===== src/rtl/psrl_ram.sv =====
module psrl_ram #(
  parameter int unsigned WIDTH = 8,
  parameter int unsigned DEPTH = 16
) (
  input  logic                     clk,
  input  logic                     we,
  input  logic [$clog2(DEPTH)-1:0] waddr,
  input  logic [WIDTH-1:0]         wdata,
  input  logic [$clog2(DEPTH)-1:0] raddr,
  output logic [WIDTH-1:0]         rdata
);

  logic [WIDTH-1:0] mem [DEPTH];

  always_ff @(posedge clk) begin
    if (we) begin
      mem[waddr] <= wdata;
    end
    rdata <= mem[raddr];
  end

endmodule


===== config.mk =====
export PLATFORM = sky130hd
export DESIGN_NAME = psrl_ram
export DESIGN_NICKNAME = d
export VERILOG_FILES = /design/src/rtl/psrl_ram.sv
export SDC_FILE = /design/constraint.sdc
export NUM_CORES = 1
export LEC_CHECK = 0
export BUFFER_PORTS_ARGS = -buffer_cell sky130_fd_sc_hd__buf_2
export CELL_PAD_IN_SITES_DETAIL_PLACEMENT = 1
export CELL_PAD_IN_SITES_GLOBAL_PLACEMENT = 1
export CORE_ASPECT_RATIO = 1.4
export CORE_MARGIN = 3
export CORE_UTILIZATION = 53
export CTS_CLUSTER_SIZE = 25
export DETAILED_ROUTE_END_ITERATION = 8
export PLACE_DENSITY_LB_ADDON = 0.25
export SYNTH_ARGS = -nofsm -noshare
export SYNTH_HDL_FRONTEND = slang
export SYNTH_SLANG_ARGS = --single-unit
export TNS_END_PERCENT = 50

===== constraint.sdc =====
create_clock -name clk -period 2.4 [get_ports clk]
set_clock_uncertainty 0.2 [all_clocks]
set_input_delay 0.48 -clock clk [delete_from_list [all_inputs] [get_ports clk]]
set_output_delay 0.48 -clock clk [all_outputs]
set_load 0.1 [all_outputs]

After elaboration in Yosys (flattened, before gate mapping)

Memory sizes are Yosys's and may differ from the RTL's. A register that Yosys moved wholly into a read port is not among the register bits.
Index checks and enable logic that the tools add are counted.

Bits in registers: 0
RAM bits: 128
Output and inout port bits: 8
Memories: 1

Mux-type cells: 2

Memory list:

| memory | depth | width | rd ports | clocked after Yosys merged registers in | wr ports | RTL line | RTL |
|---|---|---|---|---|---|---|---|
| mem    | 16    | 8     | 1        | 1                                       | 1        | 13       | `logic [WIDTH-1:0] mem [DEPTH];` |

Operators with widths:

| kind              | count |
|---|---|
| two-way mux 1 bit | 2 |

Longest topological paths before layout

Gate-level depths: netlist of run 1.

Depth after elaboration: 2
Depth in mapped cells: 5
Mapped depth without buffers: 3

Worst setup path after synthesis of run 1

OpenSTA, ideal clock, no wires.

Kind: input to register
Start: input waddr[2]
End: memory mem[0][0], enable pin
Arrival: 1590 ps
Required time: 1817 ps
Slack: 227 ps
Cell stages on the path: 2
Path through: or3b_2 -> nor3_1

RTL lines:

| item            | RTL line | RTL |
|---|---|---|
| start, declared | 7        | `input logic [$clog2(DEPTH)-1:0] waddr,` |
| end, declared   | 13       |  |

Straight into the memory's write port.

==> metrics.md, run 1 <==
| Metric | Value |
|---|---|
| Outcome | `complete, no violations` |
| Post-DRT Antenna Nets | `0` |
| N_diodes | `0` |
| Total Routing Usage GR | `22.2%` |
| Worst Hold Launch | `wdata[0]` |
| Top cells by count, synth | `edfxtp_1, mux4_2, a22oi_1` |
| Post-synth EDFFs | `128` |
| Die ar. | `10,900 µm²` |
| DIE HEIGHT | `123 µm` |
| R2r endpoint | `rdata[2]` |
| Fin. max-slew vios | `0` |
| Average vias per placed instance | `6.05` |
| Worst IR Drop VDD | `0.726 mV` |
| WHS Endpoint | `mem[5][0]` |
| Predominant post-synthesis flop cell | `edfxtp_1` |
| Setup TNS | `0 ns` |
| Crit path arrival time | `2.00 ns` |
| Largest cells by area after synthesis | `edfxtp_1, mux4_2, mux4_1, dfxtp_1, a22oi_1` |
| Critical path fanouts, max | `20` |
| Synth warn | `0` |
| Layout cell share with drive strength beyond 1 | `31.5%` |
| CP Buf/Inv Count | `2` |
| CP delay by family, top | `multiplexers` |
| Hold WC Path Type | `input port to flip-flop` |
| Vias post-DR | `2,452` |
| Total setup buffers inserted after CTS | `0` |
| Final setup violating endpoints | `0` |
| Area share of the leading cell type in the synthesized netlist | `74.7%` |
| Synth area leader | `edfxtp_1` |
| Clk_lat worst skew | `0.41 ns` |
| Setup slack, reg-to-reg | `0.75 ns` |
| Hold depth | `1` |
| Slew HR | `67.5%` |
| RD Place Congestion | `0.720` |
| Global route total overflow | `0` |
| Initial antenna violation count | `0` |
| WP data required | `2.48 ns` |
| Most numerous cell in the Yosys netlist | `edfxtp_1` |
| Seq/Total Area, Yosys | `77.8%` |
| Dpl hpwl | `6.93 mm` |
| Number of H-tree levels | `4` |
| CTS Root Cell | `clkbuf_16` |
| TritonCTS clock tree | `yes` |
| Wire per inst | `25.7 µm` |
| First-pass DRT Iterations | `5` |
| Layout area overhead | `19.4%` |
| Io pins | `26` |
| Synthesized flop and latch total | `136` |
| # DRC | `0` |
| First-pass GRT wire length | `16.4 mm` |
| Core area | `9230 µm²` |
| Fmax | `523 MHz` |
| Syn_area_per_cell | `22.5 µm²` |
| Leakage | `0.00211 µW` |
| CP Class | `input port to flip-flop` |
| CP Cell Sequence | `buf_2 -> buf_12 -> mux4_1 -> a22oi_1 -> nand2_1` |
| Post-synth net total | `247` |
| Clock Sinks | `136` |
| Initial Util | `55.7%` |
| CP endpoint kind | `flip-flop` |
| Tmin final | `1.91 ns` |
| CTS Buf Count | `17` |
| Post-cts sizing count | `0` |
| Slowest CP cell | `mux4_1` |
| Die Wd | `89.3 µm` |
| Finished Cell Area | `6140 µm²` |
| Largest net degree at the start of global routing | `24` |
| Syn Inst Count | `229` |
| Hold-fix buffers at CTS | `0` |
| RSZ-0062 raised after global routing | `no` |
| Worst-path clk slew | `0.06 ns` |
| P per Cell Area | `942 nW/µm²` |
| Worst slew pin tran | `0.491 ns` |
| Clock Tree Buf Depth | `2` |
| Vias in the first global route | `2,728` |
| Util after Layout | `66.5%` |
| Port bufs | `25` |
| Post-synth cell types | `19` |
| Startpoint Class | `input port` |
| CP peak stage delay | `0.59 ns` |
| DRT Wirelength | `10.4 mm` |
| Synthesized area | `5150 µm²` |
| Tcrit/Tclk final | `79.7%` |
| Async SR Flop Fraction | `0%` |
| Nets | `303` |
| Placed Area | `5510 µm²` |
| Iter 0 DRT Violations | `191` |
| Endpoints failing hold | `0` |
| Reg-to-Reg Start | `mem[1][2]` |
| FP Rows | `41` |
| Maxcap violations | `0` |
| Number of cells on the worst reg-to-reg path | `3` |
## flip-flops by register name, indices dropped and copies added, names as in the netlist
signal and count:
mem 128, rdata 8
## metrics by stage
step / hold slack [ns] / setup slack [ns] / instances / total power (µW)
after floorplan: 0.379 / 0.227 / 229 / 2970
after global placement: 0.452 / 0.167 / 373 / 3070
after detailed placement: 0.471 / 0.136 / 373 / 3090
after CTS: 0.228 / 0.465 / 405 / 5840
after global routing: 0.252 / 0.420 / 405 / 5990
final: 0.252 / 0.487 / 405 / 5790
## layout by cell type, fill, tap and decap left out
cell          n
a22oi_1      16
and2_1        1
and2b_1       1
buf_12        2
buf_2        25
buf_4        20
bufinv_16     5
clkbuf_1      1
clkbuf_16    17
clkinv_1      3
clkinv_2      1
clkinv_4      1
clkinvlp_4    4
dfxtp_1       8
edfxtp_1    128
mux4_1       14
mux4_2       18
nand2_1       9
nand2b_1      2
nand3_1       1
nand3b_1      2
nor2_1       13
nor2b_1       1
nor3_1        4
or3b_2        1
## worst reg2reg max path, stage by stage, from the launching register on
cell	delay, ns
edfxtp_1	0.37
mux4_1	0.53
a22oi_1	0.32
nand2_1	0.10
## report_power, final
group          total, µW  switching (µW)  internal, µW
clock network       2750             923          1830
logic                364             255           109
registers           2670            15.8          2660
## logic make-up after synthesis
group	count (synthesis)	share of synthesized area (%)
flip-flops	136	77.8
AND/OR/NAND/NOR	35	3.18
multiplexers	32	15.0
AO/OA/AOI/OAI	16	2.33
buffers and inverters	10	1.68
## area by class of cell
type,count,area (µm²)
flip-flops and latches,136,4000
fillers,746,3090
multi-input cells,83,1060
clock buffers,18,429
repair buffers,47,315
clock inverters,14,205
well taps,107,134
## worst max path at each step
| stage | from | end | cells after the start |
|---|---|---|---|
| 6_report | raddr[0] | rdata[2] | 5 |
| 5_1_grt | raddr[0] | rdata[2] | 5 |
| 4_1_cts | raddr[0] | rdata[2] | 5 |
| 3_5_place_dp | raddr[0] | rdata[2] | 5 |
| 3_3_place_gp | raddr[0] | rdata[0] | 5 |
| 2_1_floorplan | waddr[2] | mem[0][0] | 2 |
## metal layers
metal	global-route usage (%)	wire length [µm]
met3	6.92	392
met1	28.4	4200
met5	0	0
met2	35.8	5760
met4	8.29	72
Note: power is estimated with default switching activity, not from simulation.
==> run 2: changes to the inputs <==
==> constraint.sdc (replaced) <==
create_clock -name clk -period 1.9 [get_ports clk]
set_clock_uncertainty 0.2 [all_clocks]
set_input_delay 0.38 -clock clk [delete_from_list [all_inputs] [get_ports clk]]
set_output_delay 0.38 -clock clk [all_outputs]
set_load 0.1 [all_outputs]
==> run 2 against run 1 <==
  * Critical path type is now flip-flop to output port
  * Die area unchanged
  * Count of clock-buffer cells in the layout shrank 1
  * Combinational power increased by 31%
  * Sequential share of layout area is 0.72 points lower
  * Clock power grew 24%
  * Sequential power up 27%
  * Total power increased by 26%
  * Critical endpoint is now rdata[2]
  * Global-route usage up 0.61 points
==> metrics.md, run 2 (same netlist as run 1, synthesis figures left out) <==
| Metric | Value |
|---|---|
| Largest registers | `mem: 128 flops, rdata: 8 flops` |
| RD Place Congestion | `0.772 (+7.1%)` |
| DIE HEIGHT | `123 µm (unchanged)` |
| DRT Wirelength | `11.0 mm (+5.3%)` |
| Endpoints failing hold | `0 (unchanged)` |
| Maxcap violations | `0 (unchanged)` |
| Total setup buffers inserted after CTS | `0 (unchanged)` |
| Clock Sinks | `136 (unchanged)` |
| Die ar. | `10,900 µm² (unchanged)` |
| Fmax | `557 MHz` |
| Clk_lat worst skew | `0.41 ns (about the same)` |
| CP Cell Sequence | `buf_2` |
| Commonest non-fill, non-tap cells in the layout | `edfxtp_1, buf_4, buf_2` |
| First-pass GRT wire length | `16.8 mm (+2.8%)` |
| P per Cell Area | `1170 nW/µm² (+24%)` |
| Initial Util | `55.7% (unchanged)` |
| Tcrit/Tclk final | `94.5%` |
| Crit path arrival time | `1.22 ns (-0.78 ns)` |
| Hold WS | `0.157 ns (-0.0946 ns)` |
| RSZ-0062 raised after global routing | `no` |
| Port bufs | `25 (unchanged)` |
| Average vias per placed instance | `6.11 (+0.86%)` |
| Hold WC Path Type | `input port to flip-flop` |
| Register area | `4000 µm² (unchanged)` |
| Hold-fix buffers at CTS | `0 (unchanged)` |
| Post-place setup slack | `-0.128 ns (-0.264 ns)` |
| Most common cell after layout, fill and taps aside | `edfxtp_1` |
| Post-cts sizing count | `0 (unchanged)` |
| First-pass DRT Iterations | `5 (unchanged)` |
| Total Routing Usage GR | `22.8% (+0.61 points)` |
| Fin. max-slew vios | `0 (unchanged)` |
| Placed Area | `5590 µm² (+1.4%)` |
| Slowest CP cell | `buf_2` |
| Largest net degree at the start of global routing | `25 (+4.2%)` |
| Wire per inst | `26.6 µm (+3.2%)` |
| Fin worst setup slack | `0.104 ns (-0.384 ns)` |
| CP endpoint kind | `output port` |
| Layout cell share with drive strength beyond 1 | `34.3% (+2.8 points)` |
| CP peak stage delay | `0.44 ns (-0.15 ns)` |
| WP data required | `1.32 ns (-1.16 ns)` |
| # DRC | `0 (unchanged)` |
| Nets | `311 (+2.6%)` |
| Outcome | `complete, no violations` |
| Iter 0 DRT Violations | `261 (+37%)` |
| Critical path fanouts, max | `1 (-95%)` |
| FP Rows | `41 (unchanged)` |
| Vias post-DR | `2,522 (+2.9%)` |
| Startpoint Class | `flip-flop` |
| CP Buf/Inv Count | `1 (-1)` |
| Max FFs per register | `128 (unchanged)` |
| Area of the multi-input gates | `1060 µm² (+0.47%)` |
| CTS Buf Count | `17 (unchanged)` |
| Leakage | `0.00215 µW (+1.8%)` |
| CP delay by family, top | `buffers and inverters` |
| Dpl hpwl | `6.97 mm (+0.61%)` |
| Slew HR | `45.5% (-22 points)` |
| Post-DRT Antenna Nets | `0 (unchanged)` |
| Clock Tree Buf Depth | `2 (unchanged)` |
| CTS Root Cell | `clkbuf_16` |
| Top reg by flops | `mem` |
| Io pins | `26 (unchanged)` |
| Number of H-tree levels | `4 (unchanged)` |
| TritonCTS clock tree | `yes` |
| Worst IR Drop VDD | `0.967 mV (+33%)` |
| Layout area overhead | `20.7%` |
| Fillers | `733 (-1.7%)` |
| Core area | `9230 µm² (unchanged)` |
| Worst-path clk slew | `0.06 ns (about the same)` |
| Global route total overflow | `0 (unchanged)` |
| CP Class | `flip-flop to output port` |
| Initial antenna violation count | `0 (unchanged)` |
| Tmin final | `1.80 ns` |
| Final setup violating endpoints | `0 (unchanged)` |
| N_diodes | `0 (unchanged)` |
| Finished Cell Area | `6210 µm² (+1.1%)` |
| Vias in the first global route | `2,856 (+4.7%)` |
| Worst slew pin tran | `0.816 ns (+0.325 ns)` |
| Die Wd | `89.3 µm (unchanged)` |
[run 2: cell types whose count changed in the layout (fill, tap and decap cells not counted), sizes merged]
cell	delta
bufinv	-1
inv	+3
clkbuf	-1
clkinvlp	+1
clkinv	-2
buf	+8
[run 2: worst reg2reg max path, stage by stage, from the launching register on]
cell and delay, ns:
edfxtp_1 0.36, mux4_1 0.50, a22oi_1 0.27, nand2_1 0.10
[run 2: per-stage QoR]
stage / setup TNS, ns / cells / power (µW) / util, %
after floorplan: 0 / 229 / 3750 / -
after global placement: -0.170 / 381 / 3900 / 60.5
after detailed placement: -0.639 / 381 / 3920 / 60.5
after CTS: 0 / 413 / 7340 / 67.3
after global routing: 0 / 413 / 7500 / 67.3
final: 0 / 413 / 7280 / 67.3
[run 2: cell type report]
type,count,area share [%]
Sequential cell,136,64.4
Multi-Input combinational cell,83,17.1
Clock buffer,17,6.85
Timing Repair Buffer,55,6.24
Clock inverter,15,3.22
Tap cell,107,2.15
[run 2: path summary, 6_finish.rpt]
kind	startpoint	to	slack [ns]	cells past startpoint
max	rdata[2]	rdata[2]	0.10	1
min	wdata[7]	mem[11][7]	0.16	1
max reg2reg	mem[2][5]	rdata[5]	0.34	3
min reg2reg	mem[14][7]	rdata[7]	0.48	3
[run 2: where the power goes]
group / leakage [µW] / switching, µW / internal [µW]
Sequential: 0.00122 / 22.3 / 3350
Clock: 0.000288 / 1230 / 2200
Combinational: 0.000640 / 327 / 150
[run 2: per-layer routing]
metal / GRT usage (%) / part of all wire, % / vias up
met5: 0 / 0 / -
met4: 8.85 / 1.5 / 0
met3: 6.65 / 4.5 / 9
met2: 37.7 / 55 / 80
met1: 28.4 / 39 / 1332
li1: - / - / 1101
